**config.mk**
```make
export PLATFORM = sky130hd
export DESIGN_NAME = base64_stream_decoder
export DESIGN_NICKNAME = d
export VERILOG_FILES = /design/src/b64sd_pkg.sv /design/src/base64_stream_decoder.sv
export SDC_FILE = /design/constraint.sdc
export NUM_CORES = 1
export LEC_CHECK = 0
export CAP_MARGIN = 20
export CORE_MARGIN = 2
export CORE_UTILIZATION = 45
export DETAILED_ROUTE_END_ITERATION = 6
export DONT_BUFFER_PORTS = 1
export GPL_TIMING_DRIVEN = 0
export MAX_ROUTING_LAYER = met4
export SKIP_CTS_REPAIR_TIMING = 1
export SLEW_MARGIN = 20
export SYNTH_ARGS = -nofsm -noshare
export SYNTH_HDL_FRONTEND = slang
export SYNTH_SLANG_ARGS = --single-unit
export TNS_END_PERCENT = 100
```
**constraint.sdc**
```tcl
create_clock -name i_clk -period 12.2 [get_ports i_clk]
set_input_delay 1.83 -clock i_clk [delete_from_list [all_inputs] [get_ports i_clk]]
set_output_delay 1.83 -clock i_clk [all_outputs]
set_load 0.005 [all_outputs]
```
**src/b64sd_pkg.sv**
```systemverilog
// Shared types, status codes and the character mapping of the base64 stream decoder.
package b64sd_pkg;

    localparam logic [1:0] ST_OK     = 2'd0;
    localparam logic [1:0] ST_ALIGN  = 2'd1;
    localparam logic [1:0] ST_DECODE = 2'd2;

    localparam logic [1:0] POS_LAST = 2'd3;
    localparam logic [1:0] POS_PAD  = 2'd2;

    typedef struct packed {
        logic       bad;
        logic       pad;
        logic [5:0] val;
    } t_sym;

    function automatic t_sym map_char(input logic [7:0] c);
        t_sym s;
        s.bad = 1'b0;
        s.pad = 1'b0;
        s.val = 6'd0;
        if (c inside {[8'h41:8'h5A]}) begin
            s.val = 6'(c - 8'd65);
        end else if (c inside {[8'h61:8'h7A]}) begin
            s.val = 6'(c - 8'd71);
        end else if (c inside {[8'h30:8'h39]}) begin
            s.val = 6'(c + 8'd4);
        end else if (c == 8'h2B) begin
            s.val = 6'd62;
        end else if (c == 8'h2F) begin
            s.val = 6'd63;
        end else if (c == 8'h3D) begin
            s.pad = 1'b1;
        end else begin
            s.bad = 1'b1;
        end
        return s;
    endfunction

endpackage

```
**src/base64_stream_decoder.sv**
```systemverilog
// Base64 stream decoder: character decode, group assembly and result buffer.
//
//   channel  | handshake          | payload
//   ---------+--------------------+------------------------------------------
//   input    | i_valid / o_ready  | i_in_char, i_in_last
//   output   | o_valid / i_ready  | o_out_byte, o_is_status, o_status, o_out_last
//
// One character is taken per cycle. A character that yields results loads up to
// four into the result buffer at once, which drains one per cycle while i_ready is
// high. Such a character is taken once the buffer is empty or its final item leaves
// in the same cycle; characters that yield nothing are taken while it drains, so a
// steady stream runs at one per cycle if i_ready stays high. Results appear in the
// cycle after acceptance. Synchronous active-low reset clears all but the results.
module base64_stream_decoder (
    input  logic       i_clk,
    input  logic       i_rst_n,
    input  logic       i_valid,
    output logic       o_ready,
    input  logic [7:0] i_in_char,
    input  logic       i_in_last,
    output logic       o_valid,
    input  logic       i_ready,
    output logic [7:0] o_out_byte,
    output logic       o_is_status,
    output logic [1:0] o_status,
    output logic       o_out_last
);

    logic [1:0]       r_pos, n_pos;
    logic [17:0]      r_store, n_store;
    logic             r_pad, n_pad;
    logic             r_err, n_err;
    logic [2:0][7:0]  r_byte, n_byte;
    logic [1:0]       r_nbytes, n_nbytes;
    logic [1:0]       r_st, n_st;
    logic [2:0]       r_cnt;
    logic [1:0]       r_sel;
    logic [2:0]       n_total;

    logic             w_in_acc;
    logic             w_out_acc;
    logic             w_bad;
    logic             w_has_st;
    b64sd_pkg::t_sym  w_sym;

    always_comb begin
        w_sym    = b64sd_pkg::map_char(i_in_char);
        n_pos    = r_pos + 2'd1;
        n_store  = r_store;
        n_pad    = r_pad;
        n_err    = r_err;
        n_byte[0] = {r_store[17:12], r_store[11:10]};
        n_byte[1] = {r_store[9:6], r_store[5:2]};
        n_byte[2] = {r_store[1:0], (w_sym.pad ? 6'd0 : w_sym.val)};
        n_nbytes = 2'd0;
        w_bad    = 1'b0;
        n_st     = b64sd_pkg::ST_OK;
        w_has_st = i_in_last;

        if (!r_err) begin
            if (w_sym.bad) begin
                w_bad = 1'b1;
            end else if (w_sym.pad) begin
                if (r_pos < b64sd_pkg::POS_PAD) begin
                    w_bad = 1'b1;
                end else if (r_pos == b64sd_pkg::POS_PAD) begin
                    n_pad = 1'b1;
                end else if (!i_in_last) begin
                    w_bad = 1'b1;
                end
            end else if (r_pad) begin
                w_bad = 1'b1;
            end else if (r_pos != b64sd_pkg::POS_LAST) begin
                n_store = {r_store[11:0], w_sym.val};
            end

            if (w_bad) begin
                n_err = 1'b1;
            end else if (r_pos == b64sd_pkg::POS_LAST) begin
                if (r_pad) begin
                    n_nbytes = 2'd1;
                end else if (w_sym.pad) begin
                    n_nbytes = 2'd2;
                end else begin
                    n_nbytes = 2'd3;
                end
            end
        end

        if (r_pos == b64sd_pkg::POS_LAST) begin
            n_pad   = 1'b0;
            n_store = '0;
        end

        if (r_pos != b64sd_pkg::POS_LAST) begin
            n_st = b64sd_pkg::ST_ALIGN;
        end else if (n_err) begin
            n_st = b64sd_pkg::ST_DECODE;
        end

        if (i_in_last) begin
            n_pos   = 2'd0;
            n_store = '0;
            n_pad   = 1'b0;
            n_err   = 1'b0;
        end

        n_total = {1'b0, n_nbytes} + {2'b00, w_has_st};
    end

    assign o_ready   = (r_cnt == 3'd0) || (n_total == 3'd0) || ((r_cnt == 3'd1) && i_ready);
    assign w_in_acc  = i_valid && o_ready;
    assign o_valid   = (r_cnt != 3'd0);
    assign w_out_acc = o_valid && i_ready;

    always_ff @(posedge i_clk) begin
        if (!i_rst_n) begin
            r_pos   <= 2'd0;
            r_store <= '0;
            r_pad   <= 1'b0;
            r_err   <= 1'b0;
            r_cnt   <= 3'd0;
            r_sel   <= 2'd0;
        end else begin
            if (w_in_acc) begin
                r_pos   <= n_pos;
                r_store <= n_store;
                r_pad   <= n_pad;
                r_err   <= n_err;
            end
            if (w_in_acc && (n_total != 3'd0)) begin
                r_cnt <= n_total;
                r_sel <= 2'd0;
            end else if (w_out_acc) begin
                r_cnt <= r_cnt - 3'd1;
                r_sel <= r_sel + 2'd1;
            end
        end
    end

    always_ff @(posedge i_clk) begin
        if (w_in_acc && (n_total != 3'd0)) begin
            r_byte   <= n_byte;
            r_nbytes <= n_nbytes;
            r_st     <= n_st;
        end
    end

    always_comb begin
        o_out_byte  = 8'd0;
        o_is_status = 1'b1;
        o_status    = r_st;
        if (r_sel < r_nbytes) begin
            o_is_status = 1'b0;
            o_status    = b64sd_pkg::ST_OK;
            case (r_sel)
                2'd0:    o_out_byte = r_byte[0];
                2'd1:    o_out_byte = r_byte[1];
                default: o_out_byte = r_byte[2];
            endcase
        end
    end

    assign o_out_last = (r_cnt == 3'd1);

`ifndef SYNTHESIS
    a_no_load_while_busy: assert property (@(posedge i_clk) disable iff (!i_rst_n)
        (w_in_acc && (r_cnt != 3'd0) && !((r_cnt == 3'd1) && w_out_acc))
            |-> (n_total == 3'd0))
        else $error("Result-producing transaction accepted while results are pending.");

    a_status_is_last: assert property (@(posedge i_clk) disable iff (!i_rst_n)
        (o_valid && o_is_status) |-> o_out_last)
        else $error("Status item is not the last item of its transaction.");

    a_empty_after_status: assert property (@(posedge i_clk) disable iff (!i_rst_n)
        (w_out_acc && o_is_status && !(w_in_acc && (n_total != 3'd0))) |=> !o_valid)
        else $error("Result buffer not empty after the status item was taken.");

    a_count_range: assert property (@(posedge i_clk) disable iff (!i_rst_n)
        r_cnt <= 3'd4)
        else $error("Result count exceeds four.");

    a_restart_after_last: assert property (@(posedge i_clk) disable iff (!i_rst_n)
        (w_in_acc && i_in_last) |=> ((r_pos == 2'd0) && !r_err && !r_pad))
        else $error("Decoder state not cleared after the final character.");
`endif

endmodule
```
==> key figures, run 1 <==
Run status
  – Status: complete, no violations

Worst setup path
  – Worst Setup Start Kind: input port
  – Worst-case reg-to-reg path depth: 13
  – Worst-path fanout max: 9
  – CP Data Arrival Time: 4.89 ns
  – Nature of the critical path endpoint: output pin
  – Reg-to-Reg Start: r_pos[1]$_SDFFE_PN0N_
  – FF-to-FF setup slack: 8.09 ns
  – Critical path class: in2out
  – R2R Path End: r_cnt[1]$_SDFFE_PN0P_
  – Data required time of the critical path: 10.37 ns

Routing
  – Vias/cell: 6.11
  – Vias: 2421
  – Wirelength per Cell: 17.0 um
  – ANT nets after route: 0
  – Pre-antenna DRT Iters: 4
  – # DRC: 0
  – 1st-iter DRT viols: 139
  – Total length of routed wires: 6730 um

STA
  – Period utilization: 0.551
  – Slew of the pin with the lowest slew margin: 1.00 ns
  – Final hold vios: 0
  – Setup Skew: 0.00928 ns
  – Post-route setup slack: 5.48 ns
  – Max Slew Vio Count: 0
  – Final critical-path required period: 6.72 ns
  – Final hold slack: 0.438 ns
  – Max Clk Rate: 0.149 GHz
  – Setup tns final: 0 ns
  – Count of final setup violators: 0
  – RSZ-0062 raised after global routing: no
  – Slew Limit Headroom: 0.328

Synthesis
  – Largest family of logic cells by synthesized area: compound AO/OA/AOI/OAI gates
  – Post-Synth Simple-Gate Area: 0.165
  – Syn Nets: 343
  – Proportion of synthesized area in mux cells: 0
  – Compound-cell area share of the yosys netlist: 0.221
  – Cell taking the most area after synthesis: edfxtp_1
  – Syn Area/Cell: 9.72 um2
  – Top_reg_cell synth: edfxtp_1
  – Mapped Cells: 311
  – Synth Cell Area: 0.00302 mm2
  – Sequential area share after synthesis: 0.457
  – Post-synth EDFFs: 28
  – XOR/XNOR Fraction of Synth Area: 0.0174
  – Synth cell types: 52
  – Seq cells post-synth: 55
  – Post-synthesis adder-cell area fraction: 0.0786
  – Asr flop ratio synth: 0
  – Area share of the largest cell type after synthesis: 0.278
  – Syn. warnings: 0
  – Synth top area cells: edfxtp_1 (28%), dfxtp_1 (18%), ha_1 (7.9%), nand2_1 (5.2%), a21oi_1 (3.6%)

CTS
  – CTS Buf Count: 5
  – Clk sinks: 55
  – Clk_lat worst skew: 0.32 ns
  – Root Buffer: clkbuf_8
  – CTS H-tree lvls: 2
  – Clock transition at path regs: 0.11 ns
  – CTS tree: built
  – Maximum root-to-sink buffer count: 2

Layout
  – Area grow syn2layout: 6.37%
  – Final Util: 0.501
  – Final instance area: 0.00322 mm2
  – Ant diodes: 0
  – Fin cells: 396
  – Final #Nets: 350
  – Share of cells above drive strength 1: 0.0658

Min path
  – Hold Path Class: reg2reg
  – Hold path start: r_store[13]$_SDFFE_PN0P_
  – WHS Endpoint: r_byte[3]$_DFFE_PP_
  – Hold path depth: 0

Global routing
  – First-pass GRT wire length: 11200 um
  – Largest net degree at the start of global routing: 30
  – Number of global-route vias before repair: 2268
  – Total GRT Usage: 0.196
  – Initial antenna violation count: 0
  – Total global routing overflow: 0

Floorplan
  – Site Rows: 29
  – IO Pins: 27
  – Height of the die: 86.0 um
  – DIE AREA: 0.00739 mm2
  – Core area: 0.00642 mm2
  – Horiz. Die Dim: 86.0 um
  – Starting Density: 0.471

Placed design
  – Pre-CTS setup slack: 5.57 ns
  – Port Buffers: 0
  – Placed cells: 388
  – RePlAce Congestion: 0.920
  – Post-DP HPWL: 4930 um
  – Area after DPL: 0.00312 mm2

Run
  – Max-cap violations: 0

Power and ir drop
  – Leakage: 1.20 nW
  – Worst vdd ir: 0.0846 mV
  – PwrDens: 153 mW/mm2
  – Tot Pwr: 0.493 mW
[cells in the mapped netlist, types with 2 or more instances]
library cell / number
nand2_1: 42
edfxtp_1: 28
dfxtp_1: 27
a21oi_1: 22
ha_1: 19
inv_1: 17
nor2_1: 13
o22ai_1: 12
nand3_1: 10
a22oi_1: 9
clkbuf_1: 8
o32ai_1: 7
a21o_1: 6
and2_1: 6
nor3_1: 6
a31oi_1: 5
buf_6: 5
nor4_1: 5
o211a_1: 5
a211oi_1: 4
nor2b_1: 4
o21ai_0: 4
xnor2_1: 4
and3_1: 3
nand4_1: 3
o211ai_1: 3
or3_1: 3
a2111oi_0: 2
a22o_1: 2
a311oi_1: 2
nand2b_1: 2
or4_1: 2
xor2_1: 2
[cell usage in the layout, fill, tap and decap left out, types with 3 or more instances in the layout]
| cell | instances |
|---|---|
| a211oi_1 | 4 |
| a21o_1 | 6 |
| a21oi_1 | 22 |
| a22oi_1 | 9 |
| a31oi_1 | 5 |
| and2_1 | 6 |
| and3_1 | 3 |
| buf_6 | 5 |
| clkbuf_1 | 8 |
| clkbuf_8 | 5 |
| dfxtp_1 | 27 |
| edfxtp_1 | 28 |
| ha_1 | 19 |
| inv_1 | 16 |
| nand2_1 | 42 |
| nand3_1 | 10 |
| nand4_1 | 3 |
| nor2_1 | 13 |
| nor2b_1 | 4 |
| nor3_1 | 6 |
| nor4_1 | 5 |
| o211a_1 | 5 |
| o211ai_1 | 3 |
| o21ai_0 | 4 |
| o22ai_1 | 12 |
| o32ai_1 | 7 |
| or3_1 | 3 |
| xnor2_1 | 4 |
[critical path: stages]
cell and delay, ns:
buf_6 0.12, inv_1 0.13, ha_1 0.30, a21boi_0 0.15, o22a_1 0.24, a311oi_1 0.55, o21ai_0 0.27, o32ai_1 0.35
ha_1 0.22, ha_1 0.23, nor3_1 0.24, o21bai_1 0.26
[power breakdown]
group	total [mW]	internal [mW]	switching, mW
registers	0.231	0.221	0.0103
clock network	0.107	0.0427	0.0648
logic	0.155	0.0538	0.101
total	0.493	0.317	0.176
[logic make-up (layout without fill, tap and decap cells)]
logic type                 after synthesis  count (layout)
AOI/OAI and AO/OA                       93              93
and+or+nand+nor                        103             103
DFF                                     55              55
xor gates and xnor gates                 6               6
buffers and inverters                   35              43
adders and majority gates               19              19
[registers in the layout, indices dropped and copies added (netlist names)]
signal / cells
r_err: 1
r_pad: 1
r_st: 2
r_sel: 2
r_byte: 24
r_nbytes: 2
r_pos: 2
r_cnt: 3
r_store: 18
[final cells by class]
class | count | area, um2
multi-input combinational | 221 | 1460
clock inverter | 3 | 27.5
tap | 77 | 96.3
fill | 609 | 3210
inverter | 17 | 63.8
sequential | 55 | 1380
buffer | 18 | 119
clock buffer | 5 | 68.8
[worst max-delay path by stage]
| stage | startpoint | to | slack, ns | cells past startpoint |
|---|---|---|---|---|
| 2_1_floorplan | i_in_char[2] | o_ready | 6.09 | 12 |
| 3_5_place_dp | i_in_char[2] | o_ready | 5.57 | 12 |
| 3_3_place_gp | i_in_char[2] | o_ready | 5.54 | 12 |
| 6_report | i_in_char[2] | o_ready | 5.48 | 12 |
| 4_1_cts | i_in_char[2] | o_ready | 5.55 | 12 |
| 5_1_grt | i_in_char[2] | o_ready | 5.20 | 12 |
[routing by layer]
metal	wire, um	global-route usage	vias up
li1	-	-	1179
met1	3210	0.268	1155
met2	3070	0.302	77
met3	338	0.0308	10
met4	113	0.0563	0
met5	0	-	-
No activity file was read; power rests on OpenSTA's default activity.
==> run 2: changes to the inputs <==
Settings changed: ABC_AREA set to 1.
Clock period 12.2 ns to 6.97 ns, I/O delays scaled along.
==> key figures, run 2 <==
Worst setup path
  – Data required time of the critical path: 7.16 ns (-3.21 ns)
  – CP delay by family, top: buffers and inverters
  – Reg-to-Reg Start: r_pos[0]$_SDFFE_PN0N_
  – Worst-case reg-to-reg path depth: 21 (+8)
  – Nature of the critical path endpoint: flip-flop
  – CP most frequent cell: nand2_1
  – Worst-path fanout max: 18 (+9)
  – FF-to-FF setup slack: 3.66 ns (-4.43 ns)
  – Critical path class: in2reg
  – Crit path largest cell delay: 0.47 ns (-0.08 ns)
  – Max stage delay cell, worst path: inv_1
  – R2R Path End: r_cnt[2]$_SDFFE_PN0P_
  – CP Buf/Inv Count: 7 (+5)
  – CP Data Arrival Time: 4.82 ns (-0.07 ns)
  – Worst Setup Start Kind: input port

Placed design
  – RePlAce Congestion: 0.908 (-1.3%)
  – Post-DP HPWL: 4950 um (+0.33%)
  – Port Buffers: 0 (unchanged)
  – Placed cells: 511 (+32%)

STA
  – Max Clk Rate: 0.216 GHz
  – Count of final setup violators: 0 (unchanged)
  – Slew of the pin with the lowest slew margin: 0.615 ns (-0.387 ns)
  – Slew Limit Headroom: 0.589 (+0.262)
  – Period utilization: 0.664
  – Setup Skew: 0.00681 ns (-0.00247 ns)
  – Final hold vios: 0 (unchanged)
  – Max Slew Vio Count: 0 (unchanged)
  – Setup tns final: 0 ns (unchanged)
  – Final critical-path required period: 4.63 ns
  – RSZ-0062 raised after global routing: no
  – Final hold slack: 0.439 ns (+0.000904 ns)

Floorplan
  – IO Pins: 27 (unchanged)
  – Site Rows: 30 (+3.4%)
  – Core area: 0.00683 mm2 (+6.4%)
  – Height of the die: 88.1 um (+2.4%)
  – Starting Density: 0.465 (-0.00549)
  – DIE AREA: 0.00775 mm2 (+4.9%)
  – Horiz. Die Dim: 88.1 um (+2.4%)

Global routing
  – First-pass GRT wire length: 11000 um (-1.6%)
  – Number of global-route vias before repair: 2272 (+0.18%)
  – Total GRT Usage: 0.187 (-0.00961)
  – Largest net degree at the start of global routing: 19 (-37%)
  – Total global routing overflow: 0 (unchanged)
  – Initial antenna violation count: 0 (unchanged)

Routing
  – Pre-antenna DRT Iters: 5 (+1)
  – Wirelength per Cell: 12.4 um (-27%)
  – ANT nets after route: 0 (unchanged)
  – 1st-iter DRT viols: 123 (-12%)
  – Total length of routed wires: 6450 um (-4.2%)
  – Vias/cell: 4.85 (-21%)
  – Vias: 2517 (+4.0%)
  – # DRC: 0 (unchanged)

Layout
  – Final #Nets: 454 (+30%)
  – Max reg flops: 24 (unchanged)
  – Most frequent cells in the layout: nand2_1 (129), inv_1 (44), nor2_1 (37)
  – Fillers: 717 (+18%)
  – Largest registers: r_byte x24, r_store x18, r_cnt x3
  – Ant diodes: 0 (unchanged)
  – Most common cell after layout, fill and taps aside: nand2_1
  – Biggest register: r_byte
  – Share of cells above drive strength 1: 0.0898 (+0.0240)
  – Fin cells: 519 (+31%)
  – Area grow syn2layout: 7.44%

Min path
  – Hold Path Class: reg2reg
  – Hold path start: r_store[17]$_SDFFE_PN0P_
  – WHS Endpoint: r_byte[7]$_DFFE_PP_
  – Hold path depth: 0 (unchanged)

Run status
  – Status: complete, no violations

Synthesis
  – Cell taking the most area after synthesis: edfxtp_1
  – Synth cell types: 33 (-37%)
  – Top_reg_cell synth: edfxtp_1
  – Post-synth EDFFs: 28 (unchanged)
  – Asr flop ratio synth: 0 (unchanged)
  – Synth cell count leaders: nand2_1 (129), inv_1 (44), nor2_1 (37)
  – Syn. warnings: 0 (unchanged)
  – Syn Area/Cell: 7.68 um2 (-21%)
  – Synth Cell Area: 0.00318 mm2 (+5.1%)
  – Area share of the largest cell type after synthesis: 0.264 (-0.0136)
  – Top-count cell post-synth: nand2_1
  – Mapped Cells: 414 (+33%)
  – Syn Nets: 446 (+30%)
  – Synth top area cells: edfxtp_1 (26%), dfxtp_1 (17%), nand2_1 (15%), ha_1 (7.5%), inv_1 (5.2%)
  – Seq cells post-synth: 55 (unchanged)
  – Sequential area share after synthesis: 0.434 (-0.0223)

CTS
  – Root Buffer: clkbuf_8
  – CTS H-tree lvls: 2 (unchanged)
  – Clock transition at path regs: 0.10 ns (about the same)
  – CTS Buf Count: 5 (unchanged)
  – Clk sinks: 55 (unchanged)
  – Clk_lat worst skew: 0.31 ns (about the same)
  – CTS tree: built
  – Maximum root-to-sink buffer count: 2 (unchanged)

Run
  – Max-cap violations: 0 (unchanged)

Power and ir drop
  – Sequential power share: 0.513 (+0.045)
  – Switching pwr: 0.234 mW (+33%)
  – Clk pwr share: 0.240 (+0.022)
  – Worst vdd ir: 0.0749 mV (-11%)
  – P_int: 0.495 mW (+56%)
  – Combinational share of power: 0.247 (-0.067)
  – Sw Share: 0.320 (-0.0368)
  – Leakage: 1.47 nW (+22%)
  – PwrDens: 213 mW/mm2 (+39%)
## run 2: changes by cell type after synthesis, moves of 5 or more
cell      change
nand2_1      +87
a22oi_1       -9
o21ai_0       +5
inv_1        +27
a21oi_1       +8
and2_1        -6
o211a_1       -5
o22ai_1      -12
nand2_2       +7
o32ai_1       -7
a21o_1        -6
clkbuf_1      -5
nor2_1       +24
nand3_1      +18
## run 2: cells by family (layout without fill, tap and decap cells)
logic type | count (synthesis) | in the layout | share of synthesized area
XOR/XNOR | 5 | 5 | 0.0138
AO/OA/AOI/OAI | 50 | 50 | 0.0834
flip-flops | 55 | 55 | 0.434
adder cells (fa/ha/maj) | 19 | 19 | 0.0748
AND/OR/NAND/NOR | 223 | 223 | 0.309
buffers and inverters | 62 | 71 | 0.0850
## run 2: worst reg2reg max path: cells and delay by family, from the launching register on
kind	cells	cell delay, ns
AND/OR/NAND/NOR	9	0.78
adder cells (fa/ha/maj)	3	0.65
AO/OA/AOI/OAI	3	0.40
flip-flops	1	0.35
buffers and inverters	6	1.01
## run 2: worst max path at each step
stage / from / end / cells past startpoint
finish: i_in_char[2] / r_cnt[2]$_SDFFE_PN0P_ / 26
floorplan: i_in_char[2] / r_cnt[1]$_SDFFE_PN0P_ / 25
global placement: i_in_char[2] / r_cnt[1]$_SDFFE_PN0P_ / 25
global route: i_in_char[2] / r_cnt[2]$_SDFFE_PN0P_ / 26
CTS: i_in_char[2] / r_cnt[2]$_SDFFE_PN0P_ / 26
detailed placement: i_in_char[2] / r_cnt[2]$_SDFFE_PN0P_ / 26
## run 2: cell type report
type | instances | area [um2] | share of cell area
multi-input combinational | 297 | 1530 | 0.447
sequential | 55 | 1380 | 0.404
inverter | 52 | 198 | 0.0579
tap | 96 | 120 | 0.0352
clock buffer | 6 | 72.6 | 0.0212
buffer | 10 | 72.6 | 0.0212
timing repair buffer | 1 | 27.5 | 0.00806
clock inverter | 2 | 16.3 | 0.00476
## run 2: per-layer routing
layer	GRT usage	share of wire	vias to the layer above
li1	-	-	1345
met1	0.241	0.49	1124
met2	0.309	0.47	40
met3	0.0254	0.033	8
met4	0.0537	0.011	0
met5	-	0	-
## run 2: power groups by stage
| stage | Clock (mW) | Sequential [mW] | Combinational, mW |
|---|---|---|---|
| final | 0.175 | 0.374 | 0.180 |
| after global routing | 0.190 | 0.377 | 0.207 |
| after CTS | 0.180 | 0.374 | 0.184 |
| after detailed placement | 0 | 0.381 | 0.183 |
| after global placement | 0 | 0.382 | 0.176 |
| after floorplan | 0 | 0.379 | 0.139 |
## run 2: stage by stage
stage	setup slack, ns	area, um2	utilization	power (mW)
final	2.34	3420	0.500	0.729
after detailed placement	2.04	3330	0.487	0.564
after global placement	1.85	3300	0.483	0.558
after CTS	2.37	3420	0.500	0.738
after global routing	1.97	3420	0.500	0.774
after floorplan	2.56	3180	-	0.518
==> run 3: changes to the inputs <==
Clock period 6.97 ns to 4.3 ns, I/O delays scaled along.
==> key figures, run 3 (same netlist as run 2, synthesis figures left out) <==
Run status
  – Status: complete, no violations

Floorplan
  – Core area: 0.00683 mm2 (unchanged)
  – Site Rows: 30 (unchanged)
  – Height of the die: 88.1 um (unchanged)
  – Horiz. Die Dim: 88.1 um (unchanged)
  – IO Pins: 27 (unchanged)
  – DIE AREA: 0.00775 mm2 (unchanged)
  – Starting Density: 0.465 (unchanged)

Global routing
  – Total GRT Usage: 0.187 (unchanged)
  – Total global routing overflow: 0 (unchanged)
  – Number of global-route vias before repair: 2272 (unchanged)
  – Largest net degree at the start of global routing: 19 (unchanged)
  – Initial antenna violation count: 0 (unchanged)
  – First-pass GRT wire length: 11000 um (unchanged)

Layout
  – Largest registers: r_byte x24, r_store x18, r_cnt x3
  – Final #Nets: 455 (+0.22%)
  – Fillers: 717 (unchanged)
  – Area grow syn2layout: 7.79%
  – Max reg flops: 24 (unchanged)
  – Biggest register: r_byte
  – Multi-input logic area: 0.00153 mm2 (unchanged)
  – Share of cells above drive strength 1: 0.0943 (+0.00451)
  – Final Util: 0.502 (+0.00165)
  – Register area: 0.00138 mm2 (unchanged)
  – Most frequent cells in the layout: nand2_1 (129), inv_1 (43), nor2_1 (37)
  – Most common cell after layout, fill and taps aside: nand2_1
  – Ant diodes: 0 (unchanged)

CTS
  – Maximum root-to-sink buffer count: 2 (unchanged)
  – Root Buffer: clkbuf_8
  – CTS tree: built
  – Clk_lat worst skew: 0.31 ns (about the same)
  – CTS H-tree lvls: 2 (unchanged)
  – Clock transition at path regs: 0.10 ns (about the same)
  – CTS Buf Count: 5 (unchanged)
  – Clk sinks: 55 (unchanged)

Power and ir drop
  – Leakage: 1.46 nW (-0.20%)
  – PwrDens: 346 mW/mm2 (+62%)
  – Tot Pwr: 1.18 mW (+63%)
  – Worst vdd ir: 0.126 mV (+69%)

STA
  – Setup tns final: 0 ns (unchanged)
  – Max Slew Vio Count: 0 (unchanged)
  – Final hold slack: 0.439 ns (+0.000307 ns)
  – Period utilization: 0.904
  – Slew Limit Headroom: 0.601 (+0.0120)
  – Final hold vios: 0 (unchanged)
  – Post-route setup slack: 0.412 ns (-1.93 ns)
  – Setup Skew: 0.00791 ns (+0.00110 ns)
  – Max Clk Rate: 0.257 GHz
  – Final critical-path required period: 3.89 ns
  – Count of final setup violators: 0 (unchanged)
  – Slew of the pin with the lowest slew margin: 0.598 ns (-0.0174 ns)
  – RSZ-0062 raised after global routing: no

Routing
  – ANT nets after route: 0 (unchanged)
  – Total length of routed wires: 6490 um (+0.73%)
  – # DRC: 0 (unchanged)
  – Pre-antenna DRT Iters: 4 (-1)
  – 1st-iter DRT viols: 117 (-4.9%)
  – Vias/cell: 4.84 (-0.11%)
  – Wirelength per Cell: 12.5 um (+0.54%)
  – Vias: 2519 (+0.079%)

Worst setup path
  – Data required time of the critical path: 4.55 ns (-2.61 ns)
  – Reg-to-Reg Start: r_pos[0]$_SDFFE_PN0N_
  – Nature of the critical path endpoint: flip-flop
  – Worst Setup Start Kind: input port
  – Critical path class: in2reg
  – Crit path launch: i_in_char[2]
  – Worst-path fanout max: 18 (unchanged)
  – CP Data Arrival Time: 4.13 ns (-0.69 ns)

Run
  – Max-cap violations: 0 (unchanged)

Min path
  – Hold path start: r_store[17]$_SDFFE_PN0P_
  – Hold Path Class: reg2reg

Placed design
  – Port Buffers: 0 (unchanged)
  – Pre-CTS setup slack: -0.225 ns (-2.27 ns)
  – Post-DP HPWL: 4950 um (unchanged)
  – RePlAce Congestion: 0.908 (unchanged)
## run 3: where the power goes
group | total, mW | internal [mW] | switching (mW)
registers | 0.606 | 0.590 | 0.0159
clock network | 0.283 | 0.117 | 0.166
logic | 0.295 | 0.0974 | 0.198
total | 1.18 | 0.805 | 0.380
## run 3: cell type report
cell class	instances	share of cell area
tap	96	0.0350
timing repair buffer	2	0.0102
inverter	52	0.0588
multi-input combinational	297	0.446
buffer	10	0.0212
sequential	55	0.403
clock inverter	2	0.00475
clock buffer	6	0.0212
## run 3: worst paths after layout
path                      endpoint  slack (ns)  cells after the start
max          r_cnt[2]$_SDFFE_PN0P_        0.41                     26
min            r_byte[7]$_DFFE_PP_        0.44                      0
max reg2reg  r_cnt[2]$_SDFFE_PN0P_        1.30                     21
min reg2reg    r_byte[7]$_DFFE_PP_        0.44                      0
## run 3: layer usage
metal  vias up  global-route usage  wire length, um
met5         -                   -                0
met4         0              0.0537               76
met3        10              0.0254              195
met2        44               0.309             3050
met1      1118               0.241             3170
li1       1347                   -                -
## run 3: per-stage QoR
stage / instance area, um2 / cells
2_1_floorplan: 3180 / 414
3_3_place_gp: 3300 / 510
3_5_place_dp: 3330 / 511
4_1_cts: 3420 / 519
5_1_grt: 3430 / 520
6_report: 3430 / 520
## run 3: worst max-delay path, cell delays in order
cell and delay [ns]:
buf_2 0.14, inv_1 0.18, ha_1 0.32, nand2_1 0.11
nand2_1 0.08, nand3_1 0.07, nand2_1 0.06, nand2_1 0.06
nand2_1 0.17, buf_6 0.17, nand3_1 0.10, nand4_1 0.13
nor2_1 0.08, ha_1 0.18, ha_1 0.28, inv_1 0.04
nand3_1 0.10, nand3_2 0.10, nand2_2 0.17, inv_1 0.11
nand2_1 0.15, clkinvlp_4 0.16, buf_16 0.18, o21ai_0 0.16
a21oi_1 0.10, nor2_1 0.08
